--- src/rtl/idea_pkg.sv ---
// ---------------------------------------------------------------------------
// IDEA package
// Shared constants and arithmetic helpers for the IDEA cipher and MAC block.
// ---------------------------------------------------------------------------
package idea_pkg;
  localparam int ROUNDS_DEF = 8;
  localparam logic [1:0] OP_ENC = 2'd0;
  localparam logic [1:0] OP_DEC = 2'd1;
  localparam logic [1:0] OP_MAC = 2'd2;
  localparam logic CFG_KEY_HIGH = 1'b0;
  localparam logic CFG_KEY_LOW  = 1'b1;

  // multiply modulo 65537, zero stands for 65536
  function automatic logic [15:0] mulmod(input logic [15:0] a, input logic [15:0] b);
    logic [31:0] p;
    logic [15:0] lo, hi;
    p = 32'(a) * 32'(b);
    lo = p[15:0];
    hi = p[31:16];
    if (a == 16'd0) mulmod = 16'(17'd1 - 17'(b));
    else if (b == 16'd0) mulmod = 16'(17'd1 - 17'(a));
    else mulmod = 16'(lo - hi + ((lo < hi) ? 16'd1 : 16'd0));
  endfunction

  // modular product of two residues below 65537 held as 17-bit values
  function automatic logic [16:0] mulres(input logic [16:0] a, input logic [16:0] b);
    logic [15:0] ma, mb, m;
    ma = a[15:0];
    mb = b[15:0];
    m = mulmod(ma, mb);
    mulres = (m == 16'd0) ? 17'h10000 : {1'b0, m};
  endfunction
endpackage

--- src/rtl/idea_core.sv ---
// ---------------------------------------------------------------------------
// IDEA round engine
// Iterates one round per pass over subkeys streamed from the subkey memory,
// then the output transform; holds the MAC chain.
// ---------------------------------------------------------------------------
module idea_core #(
  parameter int ROUNDS = idea_pkg::ROUNDS_DEF
) (
  input  logic        clk,
  input  logic        rst_n,
  input  logic        start,
  input  logic [1:0]  op,
  input  logic [63:0] blk,
  input  logic        restart,
  output logic        rd_en,
  output logic [5:0]  rd_addr,
  output logic        rd_dec,
  input  logic [15:0] rd_data,
  output logic        done,
  output logic [63:0] result
);
  localparam int NSUB = 6 * ROUNDS + 4;

  typedef enum logic [2:0] {S_IDLE, S_LOAD, S_M1, S_M2, S_MIX, S_OUT} st_t;

  st_t         st_r;
  logic [5:0]  a_r;
  logic [2:0]  k_r;
  logic [15:0] kk_r [6];
  logic [15:0] x1_r, x2_r, x3_r, x4_r, t2_r, t1_r;
  logic [63:0] chain_r;
  logic [1:0]  op_r;
  logic        done_r;
  logic [63:0] res_r;
  logic [3:0]  rnd_r;
  logic        kv_r;

  assign rd_dec = (op_r == idea_pkg::OP_DEC);
  assign rd_en  = (st_r == S_LOAD) && (a_r < 6'(NSUB));
  assign rd_addr = a_r;

  always_ff @(posedge clk) begin
    if (!rst_n) begin
      st_r    <= S_IDLE;
      chain_r <= '0;
      done_r  <= 1'b0;
      kv_r    <= 1'b0;
    end else begin
      done_r <= 1'b0;
      case (st_r)
        S_IDLE: begin
          if (start) begin
            op_r <= op;
            a_r  <= 6'd0;
            k_r  <= 3'd0;
            rnd_r <= 4'd0;
            kv_r <= 1'b0;
            if (op == idea_pkg::OP_MAC) begin
              {x1_r, x2_r, x3_r, x4_r} <= (restart ? 64'd0 : chain_r) ^ blk;
              st_r <= S_LOAD;
            end else if (op == idea_pkg::OP_ENC || op == idea_pkg::OP_DEC) begin
              {x1_r, x2_r, x3_r, x4_r} <= blk;
              st_r <= S_LOAD;
            end else begin
              res_r  <= 64'd0;
              done_r <= 1'b1;
            end
          end
        end
        S_LOAD: begin
          // stream six (or four) subkeys; read data arrives in the cycle after its address
          if (kv_r) begin
            kk_r[k_r] <= rd_data;
            k_r <= k_r + 3'd1;
          end
          if ((rnd_r == 4'(ROUNDS) && k_r == 3'd3 && kv_r) || (k_r == 3'd5 && kv_r)) begin
            kv_r <= 1'b0;
            st_r <= (rnd_r == 4'(ROUNDS)) ? S_OUT : S_M1;
          end else begin
            kv_r <= 1'b1;
            a_r  <= a_r + 6'd1;
          end
        end
        S_M1: begin
          x1_r <= idea_pkg::mulmod(x1_r, kk_r[0]);
          x2_r <= x2_r + kk_r[1];
          x3_r <= x3_r + kk_r[2];
          x4_r <= idea_pkg::mulmod(x4_r, kk_r[3]);
          st_r <= S_M2;
        end
        S_M2: begin
          t2_r <= idea_pkg::mulmod(x1_r ^ x3_r, kk_r[4]);
          st_r <= S_MIX;
          k_r  <= 3'd0;
        end
        S_MIX: begin
          if (k_r == 3'd0) begin
            t1_r <= idea_pkg::mulmod(t2_r + (x2_r ^ x4_r), kk_r[5]);
            k_r  <= 3'd1;
          end else begin
            x1_r <= x1_r ^ t1_r;
            x4_r <= x4_r ^ (t1_r + t2_r);
            x2_r <= x3_r ^ t1_r;
            x3_r <= (t1_r + t2_r) ^ x2_r;
            rnd_r <= rnd_r + 4'd1;
            k_r  <= 3'd0;
            st_r <= S_LOAD;
          end
        end
        S_OUT: begin
          res_r <= {idea_pkg::mulmod(x1_r, kk_r[0]), x3_r + kk_r[1],
                    x2_r + kk_r[2], idea_pkg::mulmod(x4_r, kk_r[3])};
          if (op_r == idea_pkg::OP_MAC)
            chain_r <= {idea_pkg::mulmod(x1_r, kk_r[0]), x3_r + kk_r[1],
                        x2_r + kk_r[2], idea_pkg::mulmod(x4_r, kk_r[3])};
          done_r <= 1'b1;
          st_r <= S_IDLE;
        end
        default: st_r <= S_IDLE;
      endcase
    end
  end

  assign done = done_r;
  assign result = res_r;
endmodule

--- config.mk ---
export PLATFORM = sky130hd
export DESIGN_NAME = idea_core
export DESIGN_NICKNAME = d
export VERILOG_FILES = /design/src/rtl/idea_pkg.sv /design/src/rtl/idea_core.sv
export SDC_FILE = /design/constraint.sdc
export NUM_CORES = 2
export LEC_CHECK = 0
export BUFFER_PORTS_ARGS = -buffer_cell sky130_fd_sc_hd__buf_2
export CAP_MARGIN = 20
export CORE_UTILIZATION = 60
export CTS_CLUSTER_DIAMETER = 30
export DETAILED_ROUTE_END_ITERATION = 6
export PLACE_DENSITY = 0.79
export SETUP_SLACK_MARGIN = 0.3
export SYNTH_ARGS = -nofsm -noshare
export SYNTH_HDL_FRONTEND = slang
export SYNTH_SLANG_ARGS = --single-unit
--- constraint.sdc ---
create_clock -name clk -period 18.22 [get_ports clk]
set_input_delay 3.644 -clock clk [delete_from_list [all_inputs] [get_ports clk]]
set_output_delay 3.644 -clock clk [all_outputs]
set_load 0.01 [all_outputs]
# == Word-level counts from Yosys, hierarchy flattened ==
# Memory sizes are Yosys's and may differ from the RTL's.
# Cells that the tools add are included.
# totals
register_bits,244
ramBits,96
input_bits,86
n_memories,1
# op_classes
add_sub_neg,25
n_mul,4
magnitude_cmp,5
n_eq_ne,20
mux,65
bitwise_logic,7
n_reduce_logical,33
# memory_table
memory,depth,width,rd,rd_ports_with_merged_regs,wr,line_no,text
kk_r,6,16,6,0,1,idea_core.sv:29,logic [15:0] kk_r [6];
# op_table
op,n
$mux W16,24
$mux W64,4
$pmux W16 S3,4
$logic_not A16 Y1,8
$mul A16 B16 Y32,4
$pmux W64 S2,1
$sub A1 B16 Y16 const A,8
$add A16 B16 Y16,6
$xor A16 B16 Y16,6
$add A16 B1 Y16,4
$lt A16 B16 Y1,4
$sub A16 B16 Y16,4
$xor A64 B64 Y64,1
$mux W3,8
$reduce_and A4 Y1,4
$pmux W3 S5,1
$mux W1,14
$mux W6,2
$ne A2 B2 Y1 const B,6
$pmux W3 S4,1
$pmux W6 S2,1
$reduce_and A5 Y1,2
$eq A3 B2 Y1 const B,3
$eq A3 B3 Y1 const B,3
22 further kinds,36

# == Logic depth before layout (Yosys ltp) ==
# logic_depth
ltp_word,8
ltp_mapped,57

# == Least setup slack after synthesis ==
# No wires, ideal clock.
# synth_timing
kind,register to register
from,register x4_r[0]
to,register t1_r[15] (data pin)
arrival_time_ns,12.157
t_required_ns,17.945
slack_ns,5.788
path_stages_with_launch,57
n_path_buf,5
synth_period_minus_slack_ns,12.432
path_cell_list,edfxtp_1 -> clkbuf_1 -> clkbuf_1 -> xor2_1 -> ha_1 -> fa_1 -> a211oi_1 -> o21ai_1 -> nand3b_1 -> a21oi_1 -> or4_1 -> nand4_1 -> clkbuf_1 -> clkbuf_1 -> nand2_1 -> fa_1 -> fa_1 -> inv_1 -> (+21 left out) -> o21ai_0 -> a31oi_1 -> o41ai_1 -> a21oi_1 -> o21ai_0 -> ha_1 -> inv_1 -> ha_1 -> a21o_1 -> a21oi_1 -> nor2_1 -> o41a_1 -> a221o_1 -> a221oi_1 -> o21ai_0 -> xor2_1 -> mux2i_1 -> mux2i_1
# synth_between
elab_chain_len,8
word_cells_on_any_way,11
# synth_rtl
element,line_no,text
start: declaration,idea_core.sv:30,"logic [15:0] x1_r, x2_r, x3_r, x4_r, t2_r, t1_r;"
start signal: assignment,idea_core.sv:59,"{x1_r, x2_r, x3_r, x4_r} <= (restart ? 64'd0 : chain_r) ^ blk;"
start signal: assignment,idea_core.sv:62,"{x1_r, x2_r, x3_r, x4_r} <= blk;"
start signal: assignment,idea_core.sv:88,"x4_r <= idea_pkg::mulmod(x4_r, kk_r[3]);"
$xor A16 B16 Y16 *,idea_core.sv:98,"t1_r <= idea_pkg::mulmod(t2_r + (x2_r ^ x4_r), kk_r[5]);"
$add A16 B16 Y16 *,idea_core.sv:98,
$mul A16 B16 Y32,idea_pkg.sv:17,p = 32'(a) * 32'(b);
$lt A16 B16 Y1,idea_pkg.sv:22,else mulmod = 16'(lo - hi + ((lo < hi) ? 16'd1 : 16'd0));
$mux W1,idea_pkg.sv:22,
$add A16 B1 Y16,idea_pkg.sv:22,
$mux W16,idea_pkg.sv:21,else if (b == 16'd0) mulmod = 16'(17'd1 - 17'(a));
$mux W16 *,idea_pkg.sv:20,if (a == 16'd0) mulmod = 16'(17'd1 - 17'(b));
end signal: assignment,idea_core.sv:98,
end: declaration,idea_core.sv:30,
# Every way passes the cells marked *; elsewhere a longest branch is shown, timed or not.
# A chain may end at the register's enable or synchronous reset.

# == Worst setup path in the final report ==
# layout_timing
from,register x4_r[5]
to,register t1_r[15] (data pin)
# Same word-level chain as after synthesis.

==> flow_summary.json <==
{
  "outcome": "complete, no violations",
  "vias_per_cell": 6.08,
  "synthTopCellsByCount": "inv_1 (1071), nand2_1 (933), fa_1 (814), ha_1 (645), and2_1 (387)",
  "dieArea_sq_um": 99900,
  "clk_pin_slew_ns": 0.06,
  "synth_most_common_cell": "inv_1",
  "tightest_slew_ns": 1.10,
  "worstSetupStartpointType": "register",
  "ys_seq_area_frac": 0.161,
  "yosys_warnings": 0,
  "synth_top_area_share": 0.275,
  "synthFlopType": "edfxtp_1",
  "ios": 159,
  "core_sq_um": 97100,
  "synthCells": 6650,
  "reg2reg_slack_ns": 4.58,
  "reg2reg_to": "t1_r[15]$_DFFE_PP_",
  "crit_type": "register to register",
  "post_cts_buffers": 0,
  "yosys.area.top_type": "fa_1",
  "numCtsBuffers": 68,
  "pre_cts_slack_ns": 4.82,
  "fin_crit_sh": 0.749,
  "wl_per_cell_um": 22.3,
  "fin_tns_setup_ns": 0,
  "detail_route.wirelength_um": 178000,
  "crit_path_frequent_cell": "fa_1",
  "worst_slack_ns": 4.58,
  "syn_to_final_growth_pct": 7.28,
  "netlist_area_sq_um": 59200,
  "place.gp.congestion": 0.963,
  "place_hpwl_um": 134000,
  "hold_buffers": 0,
  "grt_pass1_wl_um": 278000,
  "skew_ns": 0.0404,
  "die_h_um": 316,
  "end_kind": "register",
  "ant_nets": 0,
  "synth.net_count": 8195,
  "period_minus_slack_ns": 13.64,
  "finalSetupViolCount": 0,
  "max_freq_mhz": 73.3,
  "post-route-drc-count": 0,
  "root_buffer": "clkbuf_16",
  "final-hold-violation-count": 0,
  "avgSynthCellArea_sq_um": 8.90,
  "die_w_um": 316,
  "worstHoldStart": "chain_r[16]$_SDFFE_PN0P_",
  "arrival_ns": 13.98,
  "io_buffers": 158,
  "cts_resized": 0,
  "fillers": 7760,
  "nNetsFinal": 8194,
  "initialDrtViolationCount": 5024,
  "synth_edf_count": 271,
  "yosys-top-cells-area": "fa_1 (28%), edfxtp_1 (14%), ha_1 (14%)",
  "grt-ovfl-total": 0,
  "antenna_found_initial": 8,
  "rsz0062_at_grt": "false",
  "clkLatencyLatePin_ns": 0.62,
  "ys_ff_latch": 340,
  "dr.pass1.iters": 7,
  "drv_slew": 0,
  "crit_path_top_delay_cell": "edfxtp_1",
  "via_count": 48530,
  "clock-sinks": 340,
  "start_util": 0.609,
  "drv_cap": 0,
  "cts_max_level": 3,
  "ys_types": 88,
  "ys_async_sr_fraction": 0,
  "critPathMaxFanout": 22,
  "track_usage": 0.363,
  "grt_max_degree": 75,
  "reg2reg_depth": 47,
  "cts_tree": "done",
  "min_to": "chain_r[16]$_SDFFE_PN0P_",
  "grt_pass1_vias": 49644,
  "cp.required_ns": 18.56,
  "fin_area_sq_um": 63500,
  "whs_path_depth": 2,
  "slew_headroom": 0.264,
  "placed_area_sq_um": 61100,
  "placementRows": 114,
  "hp-class": "register to register",
  "drive_above_1_share": 0.0628,
  "cts_buffer_depth": 3,
  "critPathMaxStageDelay_ns": 1.08,
  "rr_startpoint": "x4_r[5]$_DFFE_PP_"
}
## critical path: cells and delay by family (launching register included)
family	cells	cell delay, ns
AOI/OAI and AO/OA	17	4.54
muxes	2	0.24
buffers and inverters	5	0.51
and+or+nand+nor	8	1.54
DFF	1	1.08
xor gates and xnor gates	4	0.75
adders and majority gates	11	4.69
## placed cells by master (no fill, tap or decap), types with 69 or more instances in the layout
master and count:
inv_1 1071, nand2_1 933, fa_1 814, ha_1 645, and2_1 386, nor2_1 347, edfxtp_1 271, xnor2_1 255
a21oi_1 244, xor2_1 236, o21ai_0 174, buf_2 158, nor3_1 84, buf_4 81, nand3_1 76, clkbuf_16 71
dfxtp_1 69
## final cells by class
class | count | area (sq um) | area share
Antenna cell | 7 | 17.5 | 0.000276
Timing Repair Buffer | 241 | 1440 | 0.0227
Clock inverter | 45 | 548 | 0.00864
Multi-Input combinational cell | 4926 | 44500 | 0.702
Sequential cell | 340 | 9520 | 0.150
Clock buffer | 77 | 1800 | 0.0284
Tap cell | 1276 | 1600 | 0.0252
Inverter | 1072 | 4020 | 0.0634
## state kept, by name, indices dropped and copies added, names as in the netlist
name / cells
rnd_r: 4
x2_r: 16
x1_r: 16
t2_r: 16
st_r: 3
k_r: 3
result: 64
rd_addr: 6
done: 1
x3_r: 16
t1_r: 16
kk_r: 96
chain_r: 64
x4_r: 16
op_r: 2
kv_r: 1
## cells by family after synthesis
| logic type | Yosys count | synth area share |
|---|---|---|
| xor gates and xnor gates | 500 | 0.0745 |
| adders and majority gates | 1459 | 0.412 |
| muxes | 31 | 0.00533 |
| AOI/OAI and AO/OA | 846 | 0.0921 |
| DFF | 340 | 0.161 |
| and+or+nand+nor | 2090 | 0.166 |
| buffers and inverters | 1384 | 0.0887 |
## worst max-delay path by stage
stage	from	end	slack, ns	depth (start not counted)
after floorplan	x4_r[0]$_DFFE_PP_	t1_r[15]$_DFFE_PP_	5.79	56
after global placement	x4_r[3]$_DFFE_PP_	t1_r[15]$_DFFE_PP_	4.94	49
after detailed placement	x4_r[3]$_DFFE_PP_	t1_r[15]$_DFFE_PP_	4.82	49
after CTS	x4_r[1]$_DFFE_PP_	t1_r[15]$_DFFE_PP_	4.69	48
after global routing	x4_r[1]$_DFFE_PP_	t1_r[14]$_DFFE_PP_	3.79	49
final	x4_r[5]$_DFFE_PP_	t1_r[15]$_DFFE_PP_	4.58	47
## layer usage
| metal | share of wire | routed length (um) | up-vias | track usage |
|---|---|---|---|---|
| li1 | - | - | 21259 | - |
| met5 | 0.00010 | 18 | - | 0 |
| met2 | 0.44 | 78800 | 2858 | 0.565 |
| met3 | 0.12 | 20700 | 641 | 0.0850 |
| met1 | 0.38 | 67200 | 23768 | 0.470 |
| met4 | 0.062 | 11000 | 4 | 0.199 |
## stage by stage
step,utilization,cells,hold WS (ns)
detailed placement,0.629,7853,0.447
finish,0.653,7984,0.455
global placement,0.629,7853,0.442
floorplan,-,6650,0.437
global route,0.653,7977,0.476
CTS,0.653,7975,0.455
Power is not shown: default switching activity piles up to over one toggle a cycle in this logic, so the estimate is an artifact.
