## src/rtl/idea_pkg.sv

```systemverilog
// ---------------------------------------------------------------------------
// IDEA package
// Shared constants and arithmetic helpers for the IDEA cipher and MAC block.
// ---------------------------------------------------------------------------
package idea_pkg;
  localparam int ROUNDS_DEF = 8;
  localparam logic [1:0] OP_ENC = 2'd0;
  localparam logic [1:0] OP_DEC = 2'd1;
  localparam logic [1:0] OP_MAC = 2'd2;
  localparam logic CFG_KEY_HIGH = 1'b0;
  localparam logic CFG_KEY_LOW  = 1'b1;

  // multiply modulo 65537, zero stands for 65536
  function automatic logic [15:0] mulmod(input logic [15:0] a, input logic [15:0] b);
    logic [31:0] p;
    logic [15:0] lo, hi;
    p = 32'(a) * 32'(b);
    lo = p[15:0];
    hi = p[31:16];
    if (a == 16'd0) mulmod = 16'(17'd1 - 17'(b));
    else if (b == 16'd0) mulmod = 16'(17'd1 - 17'(a));
    else mulmod = 16'(lo - hi + ((lo < hi) ? 16'd1 : 16'd0));
  endfunction

  // modular product of two residues below 65537 held as 17-bit values
  function automatic logic [16:0] mulres(input logic [16:0] a, input logic [16:0] b);
    logic [15:0] ma, mb, m;
    ma = a[15:0];
    mb = b[15:0];
    m = mulmod(ma, mb);
    mulres = (m == 16'd0) ? 17'h10000 : {1'b0, m};
  endfunction
endpackage

```

## src/rtl/idea_inv.sv

```systemverilog
// ---------------------------------------------------------------------------
// IDEA inverse unit
// Computes x^65535 mod 65537 by square and multiply, one exponent bit per multiply-and-square pair.
// ---------------------------------------------------------------------------
module idea_inv (
  input  logic        clk,
  input  logic        rst_n,
  input  logic        start,
  input  logic [15:0] x,
  output logic        done,
  output logic [15:0] y
);
  logic [16:0] r_r, b_r;
  logic [4:0]  cnt_r;
  logic        ph_r, busy_r, done_r, zero_r;

  always_ff @(posedge clk) begin
    if (!rst_n) begin
      busy_r <= 1'b0;
      done_r <= 1'b0;
      cnt_r  <= 5'd0;
      ph_r   <= 1'b0;
    end else begin
      done_r <= 1'b0;
      if (start) begin
        busy_r <= 1'b1;
        cnt_r  <= 5'd0;
        ph_r   <= 1'b0;
        r_r    <= 17'd1;
        b_r    <= (x == 16'd0) ? 17'h10000 : {1'b0, x};
        zero_r <= (x == 16'd0);
      end else if (busy_r) begin
        // alternate multiply and square so each cycle has one multiplier
        if (!ph_r) r_r <= idea_pkg::mulres(r_r, b_r);
        else begin
          b_r   <= idea_pkg::mulres(b_r, b_r);
          cnt_r <= cnt_r + 5'd1;
          if (cnt_r == 5'd15) begin
            busy_r <= 1'b0;
            done_r <= 1'b1;
          end
        end
        ph_r <= ~ph_r;
      end
    end
  end

  assign done = done_r;
  assign y = zero_r ? 16'd0 : r_r[15:0];
endmodule

```

## src/rtl/idea_keymem.sv

```systemverilog
// ---------------------------------------------------------------------------
// IDEA subkey memory
// Encryption and decryption subkeys, one synchronous memory each, with a
// sequencer that rebuilds both schedules after reset and after a key write.
// ---------------------------------------------------------------------------
module idea_keymem #(
  parameter int ROUNDS = idea_pkg::ROUNDS_DEF
) (
  input  logic         clk,
  input  logic         rst_n,
  input  logic         key_load,
  input  logic [127:0] key,
  input  logic         rd_en,
  input  logic [5:0]   rd_addr,
  input  logic         rd_dec,
  output logic [15:0]  rd_data,
  output logic         busy
);
  localparam int NSUB = 6 * ROUNDS + 4;

  typedef enum logic [2:0] {S_IDLE, S_EXP, S_DRD, S_DWAIT, S_DINV, S_DWR} st_t;

  logic [15:0] enc_mem [NSUB];
  logic [15:0] dec_mem [NSUB];
  st_t         st_r;
  logic [5:0]  i_r, d_r;
  logic [3:0]  q_r;
  logic [2:0]  m_r;
  logic [127:0] key_r, krot_r;
  logic        pend_r;
  logic        inv_start_r, inv_done;
  logic [15:0] inv_y, src_r, d_val_r;
  logic [1:0]  kind_r;

  // dec entry (round q, word m) -> source enc index and kind
  // (0 copy, 1 negate, 2 invert)
  function automatic logic [7:0] dmap(input logic [3:0] q, input logic [2:0] m);
    int e;
    logic [5:0] s;
    logic [1:0] k;
    e = 6 * (ROUNDS - int'(q));
    s = 6'd0;
    k = 2'd0;
    case (m)
      3'd0: begin s = 6'(e); k = 2'd2; end
      3'd1: begin s = 6'(((q == 4'd0) || (q == 4'(ROUNDS))) ? e + 1 : e + 2); k = 2'd1; end
      3'd2: begin s = 6'(((q == 4'd0) || (q == 4'(ROUNDS))) ? e + 2 : e + 1); k = 2'd1; end
      3'd3: begin s = 6'(e + 3); k = 2'd2; end
      3'd4: begin s = 6'(e - 2); k = 2'd0; end
      default: begin s = 6'(e - 1); k = 2'd0; end
    endcase
    dmap = {s, k};
  endfunction

  logic [7:0] dm;
  assign dm = dmap(q_r, m_r);

  idea_inv u_inv (
    .clk(clk), .rst_n(rst_n), .start(inv_start_r), .x(src_r),
    .done(inv_done), .y(inv_y)
  );

  always_ff @(posedge clk) begin
    if (!rst_n) begin
      st_r        <= S_EXP;
      i_r         <= 6'd0;
      d_r         <= 6'd0;
      q_r         <= 4'd0;
      m_r         <= 3'd0;
      key_r       <= '0;
      krot_r      <= '0;
      pend_r      <= 1'b0;
      inv_start_r <= 1'b0;
    end else begin
      inv_start_r <= 1'b0;
      if (key_load) begin
        key_r  <= key;
        pend_r <= 1'b1;
      end
      case (st_r)
        S_IDLE: begin
          if (pend_r && !key_load) begin
            pend_r <= 1'b0;
            i_r    <= 6'd0;
            krot_r <= key_r;
            st_r   <= S_EXP;
          end
        end
        S_EXP: begin
          // take the top word; rotate by 16 within a group of eight and by 41
          // after its last word, so each group advances the key by 25 bits
          enc_mem[i_r] <= krot_r[127:112];
          if (i_r[2:0] == 3'd7) krot_r <= {krot_r[86:0], krot_r[127:87]};
          else krot_r <= {krot_r[111:0], krot_r[127:112]};
          if (i_r == 6'(NSUB - 1)) begin
            st_r <= S_DRD;
            d_r  <= 6'd0;
            q_r  <= 4'd0;
            m_r  <= 3'd0;
          end
          i_r <= i_r + 6'd1;
        end
        S_DRD: begin
          src_r  <= enc_mem[dm[7:2]];
          kind_r <= dm[1:0];
          st_r   <= S_DWAIT;
        end
        S_DWAIT: begin
          if (kind_r == 2'd2) begin
            inv_start_r <= 1'b1;
            st_r <= S_DINV;
          end else begin
            d_val_r <= (kind_r == 2'd1) ? 16'(17'd0 - 17'(src_r)) : src_r;
            st_r <= S_DWR;
          end
        end
        S_DINV: begin
          if (inv_done) begin
            d_val_r <= inv_y;
            st_r <= S_DWR;
          end
        end
        S_DWR: begin
          dec_mem[d_r] <= d_val_r;
          d_r <= d_r + 6'd1;
          if (m_r == 3'd5) begin
            m_r <= 3'd0;
            q_r <= q_r + 4'd1;
          end else m_r <= m_r + 3'd1;
          st_r <= (d_r == 6'(NSUB - 1)) ? S_IDLE : S_DRD;
        end
        default: st_r <= S_IDLE;
      endcase
    end
  end

  always_ff @(posedge clk) begin
    if (rd_en) rd_data <= rd_dec ? dec_mem[rd_addr] : enc_mem[rd_addr];
  end

  assign busy = (st_r != S_IDLE) || pend_r;
endmodule

```

## config.mk

```make
export PLATFORM = sky130hd
export DESIGN_NAME = idea_keymem
export DESIGN_NICKNAME = d
export VERILOG_FILES = /design/src/rtl/idea_pkg.sv /design/src/rtl/idea_inv.sv /design/src/rtl/idea_keymem.sv
export SDC_FILE = /design/constraint.sdc
export NUM_CORES = 2
export LEC_CHECK = 0
export ABC_AREA = 1
export BUFFER_PORTS_ARGS = -buffer_cell sky130_fd_sc_hd__buf_2
export CELL_PAD_IN_SITES_DETAIL_PLACEMENT = 2
export CELL_PAD_IN_SITES_GLOBAL_PLACEMENT = 2
export CORE_ASPECT_RATIO = 0.7
export CORE_UTILIZATION = 30
export CTS_CLUSTER_SIZE = 30
export DETAILED_ROUTE_END_ITERATION = 16
export GPL_ROUTABILITY_DRIVEN = 0
export PLACE_DENSITY_LB_ADDON = 0.08
export SLEW_MARGIN = 20
export SYNTH_ARGS = -nofsm -noshare
export SYNTH_HDL_FRONTEND = slang
export SYNTH_SLANG_ARGS = --single-unit
```

## constraint.sdc

```tcl
create_clock -name clk -period 8.02 [get_ports clk]
set_input_delay 0.802 -clock clk [delete_from_list [all_inputs] [get_ports clk]]
set_output_delay 0.802 -clock clk [all_outputs]
set_load 0.005 [all_outputs]
```

Yosys cells after proc, flatten, opt, wreduce, memory -nomap -nowiden
Memory sizes are Yosys's and may differ from the RTL's. A register that Yosys moved wholly into a read port is not among the register bits.
Index checks and enable logic that the tools add are counted.
Cells by class
  mux-type cells: 65
  reductions and logical operators: 33
  add/sub/neg operators: 18
  bitwise gates (word level): 3
  equal/unequal tests: 23
  order comparisons: 2
  multiply operators: 3
Operators with widths (count)
  $mux W16: 24
  $mux W128: 2
  $pmux W128 S2: 1
  $logic_not A16 Y1: 5
  $mul A16 B16 Y32: 2
  $sub A1 B16 Y16 const A: 3
  $add A16 B16 Y16: 2
  $lt A16 B16 Y1: 2
  $pmux W16 S2: 1
  $sub A16 B16 Y16: 2
  $pmux W6 S5: 1
  $mux W6: 4
  $pmux W6 S2: 2
  $mux W1: 18
  $pmux W3 S6: 1
  $eq A3 B3 Y1 const B: 5
  $mux W3: 5
  $add A6 B1 Y6 const B: 2
  $add A6 B3 Y6 const B: 2
  $eq A3 B2 Y1 const B: 4
  $eq A6 B6 Y1 const B: 2
  $reduce_and A2 Y1: 6
  $reduce_and A3 Y1: 4
  $ne A2 B2 Y1 const B: 5
  other kinds (30): 42
Word-level totals
  memories: 2
  bits in registers: 355
  RAM bits: 1664
  bits of input ports: 139
Memories
  dec_mem: depth 52, width 16, read ports 1, clocked after Yosys merged registers in 0, wr ports 1, line idea_keymem.sv:24  | logic [15:0] dec_mem [NSUB];
  enc_mem: depth 52, width 16, read ports 2, clocked after Yosys merged registers in 1, wr ports 1, line idea_keymem.sv:23  | logic [15:0] enc_mem [NSUB];

Depth between registers and ports, before layout
  word-level depth: 14
  mapped depth: 50
  mapped depth without buffers: 47

Hierarchy
A second synthesis with hierarchy kept.
Second synthesis, totals
  cells, all modules: 12148
  area total of the unflattened synthesis: 112322.7 um^2
By module, submodules not included
  idea_keymem: times used 1, cells each 9169, area an instance 90225.3 um^2, seq. area each 57074.7 um^2
  idea_inv: times used 1, cells each 2979, area an instance 22097.4 um^2, seq. area each 1151.1 um^2

Least setup slack after synthesis
OpenSTA, ideal clock, no wires.
  path kind: register to register
  start point: register u_inv.b_r[1]
  end point: register u_inv.r_r[13] (data pin)
  required time: 7768 ps
  clock period less this slack: 8492 ps
  setup slack: -472 ps
  path buffers: 4
  arrival: 8240 ps
  cell stages (with the launch flop): 50
  cell sequence: edfxtp_1 -> buf_2 -> clkbuf_1 -> clkbuf_1 -> nand2_1 -> fa_1 -> fa_1 -> inv_1 -> ha_1 -> fa_1 -> fa_1 -> inv_1 -> fa_1 -> inv_1 -> ha_1 -> nand2_1 -> inv_1 -> nand3_1 -> [... 14 more ...] -> ha_1 -> inv_1 -> fa_1 -> inv_1 -> nand3_1 -> nand2_1 -> nand2_1 -> nand2_1 -> nand2_1 -> nand3_1 -> nand2_1 -> nand2_1 -> nand3_1 -> nor2_1 -> nand3_1 -> nand2_2 -> buf_6 -> nor2_1
On the way
  word-level cells in the longest chain between the ends: 14
  elaborated cells between the ends (all ways): 17
RTL lines
  start, declared: line idea_inv.sv:13  | logic [16:0] r_r, b_r;
  start signal, assigned: line idea_inv.sv:30  | b_r <= (x == 16'd0) ? 17'h10000 : {1'b0, x};
  start signal, assigned: line idea_inv.sv:36  | b_r <= idea_pkg::mulres(b_r, b_r);
  $mul A16 B16 Y32: line idea_pkg.sv:17  | p = 32'(a) * 32'(b);
  $lt A16 B16 Y1: line idea_pkg.sv:22  | else mulmod = 16'(lo - hi + ((lo < hi) ? 16'd1 : 16'd0));
  $mux W1: line idea_pkg.sv:22
  $add A16 B16 Y16: line idea_pkg.sv:22
  $mux W16: line idea_pkg.sv:21  | else if (b == 16'd0) mulmod = 16'(17'd1 - 17'(a));
  $mux W16 (*): line idea_pkg.sv:20  | if (a == 16'd0) mulmod = 16'(17'd1 - 17'(b));
  $mux W16 (*): line idea_inv.sv:34  | if (!ph_r) r_r <= idea_pkg::mulres(r_r, b_r);
  $mux W16 (*): line idea_inv.sv:32  | end else if (busy_r) begin
  $mux W16 (*): line idea_inv.sv:25  | if (start) begin
  $mux W16 (*): line idea_inv.sv:18  | if (!rst_n) begin
  $logic_not A16 Y1: line idea_pkg.sv:31  | mulres = (m == 16'd0) ? 17'h10000 : {1'b0, m};
  $mux W16 (*): line idea_pkg.sv:31
  $mux W16 (*): line idea_inv.sv:34
  $mux W16 (*): line idea_inv.sv:32
  end signal, assigned: line idea_inv.sv:34
  end, declared: line idea_inv.sv:13
Every way passes the cells marked *; elsewhere a longest branch is shown, timed or not. The select of a mux whose other input is x is not followed.
A chain may end at the register's enable or synchronous reset.

Worst setup path in the final report
  start point: register u_inv.b_r[6]
  end point: register u_inv.r_r[9] (data pin)
The elaborated chain is that of the path after synthesis.

==> Flow_metrics.wiki <==
{| class="wikitable"
! Metric !! Value
|-
| Via count of the first global-routing pass || between 100k and 150k
|-
| Synthesis-to-layout area growth || 17.86%
|-
| Synthesized flop and latch total || 2,035
|-
| Reg-to-reg slack, setup || -0.72 ns
|-
| First DRT Iteration DRCs || 7,164
|-
| Share of the synthesized area in the top cell type || 47.38%
|-
| Class of the most critical setup path || reg2reg
|-
| CP Launch Point || u_inv.b_r[6]$_DFFE_PP_
|-
| Largest clock skew in the final design || around 0.094 ns
|-
| Mux share of post-synthesis cell area || around 1.3%
|-
| Master of the slowest instance on the critical path || sky130_fd_sc_hd__fa_1
|-
| Number of clock buffers inserted by TritonCTS || 232
|-
| Clk buf depth || 4
|-
| Result of the run || complete, but fails checks
|-
| Die Area || 371,500 sq um
|-
| Highest Clock Rate || 114.4 MHz
|-
| Count of vias placed by the detailed router || 92,990
|-
| Violated checks || negative setup slack
|-
| Post-synthesis sequential area ratio || 52.59%
|-
| Average via count per standard cell || 5.445
|-
| Total standard cell area after synthesis || ~110,000 sq um
|-
| Number of filler instances in the final layout || 39,530
|-
| Main combinational cell family by area after synthesis || simple AND/OR/NAND/NOR gates
|-
| Rows || 186
|-
| Leading post-synthesis cells by instance count || sky130_fd_sc_hd__nand2_1 (1,770), sky130_fd_sc_hd__edfxtp_1 (1,747), sky130_fd_sc_hd__nor2_1 (1,479)
|-
| Die span in x || 728.1 um
|-
| Post-detailed-placement half-perimeter wirelength || 328.8 mm
|-
| Post-synthesis compound-gate area fraction || 11.65%
|-
| Worst setup margin || -0.7239 ns
|-
| Initial core utilization || 30.17%
|-
| Wire length of the first global-routing pass || 723.7 mm
|-
| Remaining global-route overflow || 0
|-
| Number of I/O port buffers || 155
|-
| Synthesized instance count || 11,600
|-
| Pin count of the biggest net entering global routing || 150
|-
| Routed Wire Length || 501.6 mm
|-
| Final number of max-transition violations || 0
|-
| Capturing instance or port of the critical path || u_inv.r_r[9]$_SDFFCE_PP0P_
|-
| Clock sink count || 2,035
|-
| Place WS || -1.295 ns
|-
| Instance area after placement || approximately 120,000 sq um
|-
| Post-detailed-route count of antenna-violating nets || 0
|-
| H-Tree Level Count || 4
|-
| Type of element capturing the critical path || flip-flop
|-
| Reg2Reg Launch Point || u_inv.b_r[6]$_DFFE_PP_
|-
| Most used standard cell by instance count after synthesis || sky130_fd_sc_hd__nand2_1
|-
| Ys flop type || sky130_fd_sc_hd__edfxtp_1
|-
| Die height || ~510 um
|-
| Number of cell instances on the worst register-to-register path || 42
|-
| Final nets || 12,790
|-
| Classification of the worst-slack hold path || in2reg
|-
| Minimum clock period after layout || 8.744 ns
|-
| Root buf cell || sky130_fd_sc_hd__clkbuf_16
|-
| Total I/O pin count || 156
|-
| Slew at the pin with the worst max-slew slack || approximately 1.2 ns
|-
| CP required || 8.62 ns
|-
| Routed length per placed instance || 29.37 um
|-
| Max capacitance violation total || 0
|-
| Data arrival, critical path || 9.34 ns
|-
| CP Launch Type || flip-flop
|-
| Simple logic cell fraction of the synthesized area || 17.58%
|-
| Top fanout value on the critical path || 8
|-
| RSZ-0062 raised after global routing || yes
|-
| Number of distinct library cells after synthesis || 54
|-
| Share of async-settable or async-resettable flops after synthesis || 0%
|-
| Fraction of the cycle the final worst path needs || 109.0%
|-
| Mapped Nets || approximately 12,000
|-
| Parity-gate share of the synthesized area counting xor and xnor cells || 0.7198%
|-
| CTS tree || built
|-
| Count of endpoints failing setup in the final report || 30
|-
| Tot GR Track Use || 26.37%
|-
| Post-synthesis share of cell area spent on full adders, half adders and majority gates || roughly a tenth
|-
| Area of all placed cells without fillers || 130,500 sq um
|-
| Top cells by area in the synthesized netlist || sky130_fd_sc_hd__edfxtp_1 (47%), sky130_fd_sc_hd__fa_1 (6.7%), sky130_fd_sc_hd__o21ai_0 (6.0%)
|-
| Biggest area consumer among synthesized cells || sky130_fd_sc_hd__edfxtp_1
|-
| Relative max-transition margin || between 10% and 20%
|-
| Drc violations || 0
|-
| Cts-stage hold buffer count || 0
|-
| Fin. Hold Viols || 0
|-
| Avg Synthesized Cell Area || ~9.5 sq um
|-
| CP peak stage delay || 0.56 ns
|-
| Initial antenna violation count || 45
|-
| Synth Warn # || 0
|-
| Clock slew seen by the registers of the worst setup and hold paths || roughly 0.06 ns
|-
| Share of final-layout standard cells stronger than drive strength 1 || ~16%
|-
| Later-pin clock latency in the skew report || around 0.94 ns
|-
| Reg-to-reg endpoint || u_inv.r_r[9]$_SDFFCE_PP0P_
|-
| Drt pass-1 iters || 6
|-
| Setup TNS after final layout || -15.87 ns
|-
| Core area || 367,000 sq um
|-
| Count of flip-flops with a built-in enable after synthesis || 1,747
|}
[layout make-up]
| class | instances | area [sq um] | area share, % |
|---|---|---|---|
| repair buffers | 982 | 7985 | 6.119 |
| diodes | 18 | 45.04 | 0.03452 |
| multi-input cells | 7843 | 47670 | 36.53 |
| clock inverters | 105 | 759.5 | 0.5820 |
| inverters | 903 | 3428 | 2.627 |
| clock buffers | 305 | 6250 | 4.789 |
| flip-flops and latches | 2035 | 58250 | 44.63 |
| well taps | 4888 | 6116 | 4.687 |
[critical path: cells and delay by family, from the launching register on]
family / cells / cell delay [ns]
simple gates: 16 / 1.92
flops: 1 / 0.44
buf+inv: 12 / 1.04
fa+ha+maj: 10 / 4.55
compound gates: 4 / 0.55
[cell families after synthesis]
kind of cell | Yosys count
muxes | 128
adders and majority gates | 657
AOI/OAI and AO/OA | 2301
xor gates and xnor gates | 91
buffers and inverters | 1719
DFF | 2035
and+or+nand+nor | 4666
[cells in the final DEF, fill, tap and decap left out, types with 59 or more instances in the layout]
cell type	Yosys	routed
sky130_fd_sc_hd__edfxtp_1	1747	1747
sky130_fd_sc_hd__nand2_1	1770	1701
sky130_fd_sc_hd__nor2_1	1479	1396
sky130_fd_sc_hd__o21ai_0	1336	1305
sky130_fd_sc_hd__nand3_1	1270	1245
sky130_fd_sc_hd__inv_1	892	838
sky130_fd_sc_hd__buf_4	6	722
sky130_fd_sc_hd__o22ai_1	429	429
sky130_fd_sc_hd__fa_1	371	348
sky130_fd_sc_hd__dfxtp_1	288	272
sky130_fd_sc_hd__ha_1	286	243
sky130_fd_sc_hd__clkbuf_16	0	234
sky130_fd_sc_hd__o211ai_1	153	153
sky130_fd_sc_hd__buf_2	171	149
sky130_fd_sc_hd__a31oi_1	143	135
sky130_fd_sc_hd__mux2_2	128	128
sky130_fd_sc_hd__a21oi_1	144	112
sky130_fd_sc_hd__nor2_2	8	59
[registers in the layout (all words and copies together), names as in the netlist, 6 cells and up]
name / flops
dec_mem: 832
src_r: 16
i_r: 6
key_r: 128
u_inv.r_r: 16
enc_mem: 832
d_r: 6
rd_data: 16
krot_r: 128
d_val_r: 16
u_inv.b_r: 16
[through the flow]
stage	cells	utilization (%)	hold WS (ns)
finish	17080	35.56	0.1216
global route	17060	35.55	0.1015
CTS	17050	35.41	0.05944
detailed placement	16570	32.92	0.4710
global placement	16570	32.92	0.4548
floorplan	11600	-	0.4367
[metal layers]
| metal | track usage (%) | share of wire, % | up-vias |
|---|---|---|---|
| met3 | 3.357 | 5.0 | 572 |
| met1 | 38.34 | 48 | 49220 |
| met2 | 41.81 | 45 | 2264 |
| li1 | - | - | 40930 |
| met5 | 0 | 0.015 | - |
| met4 | 6.135 | 2.5 | 12 |
[repair_timing]
| item | 4_1_cts | 5_1_grt |
|---|---|---|
| setup endpoints to repair | 32 | 31 |
| gates resized for setup | 369 | 101 |
| cloned | 3 | 0 |
| pin swaps | 136 | 71 |
| buffers inserted | 74 | 18 |
[worst min-delay path by stage]
stage / from / endpoint / slack (ns) / cells past startpoint
after floorplan: u_inv.cnt_r[2]$_SDFFE_PP0P_ / u_inv.cnt_r[2]$_SDFFE_PP0P_ / 0.44 / 2
after global placement: pend_r$_SDFF_PN0_ / pend_r$_SDFF_PN0_ / 0.45 / 2
after detailed placement: u_inv.cnt_r[2]$_SDFFE_PP0P_ / u_inv.cnt_r[2]$_SDFFE_PP0P_ / 0.47 / 2
after CTS: key[118] / key_r[118]$_SDFFE_PN0P_ / 0.06 / 3
after global routing: key[118] / key_r[118]$_SDFFE_PN0P_ / 0.10 / 3
final: key[84] / key_r[84]$_SDFFE_PN0P_ / 0.12 / 3
Power is not shown: default switching activity piles up to over one toggle a cycle in this logic, so the estimate is an artifact.
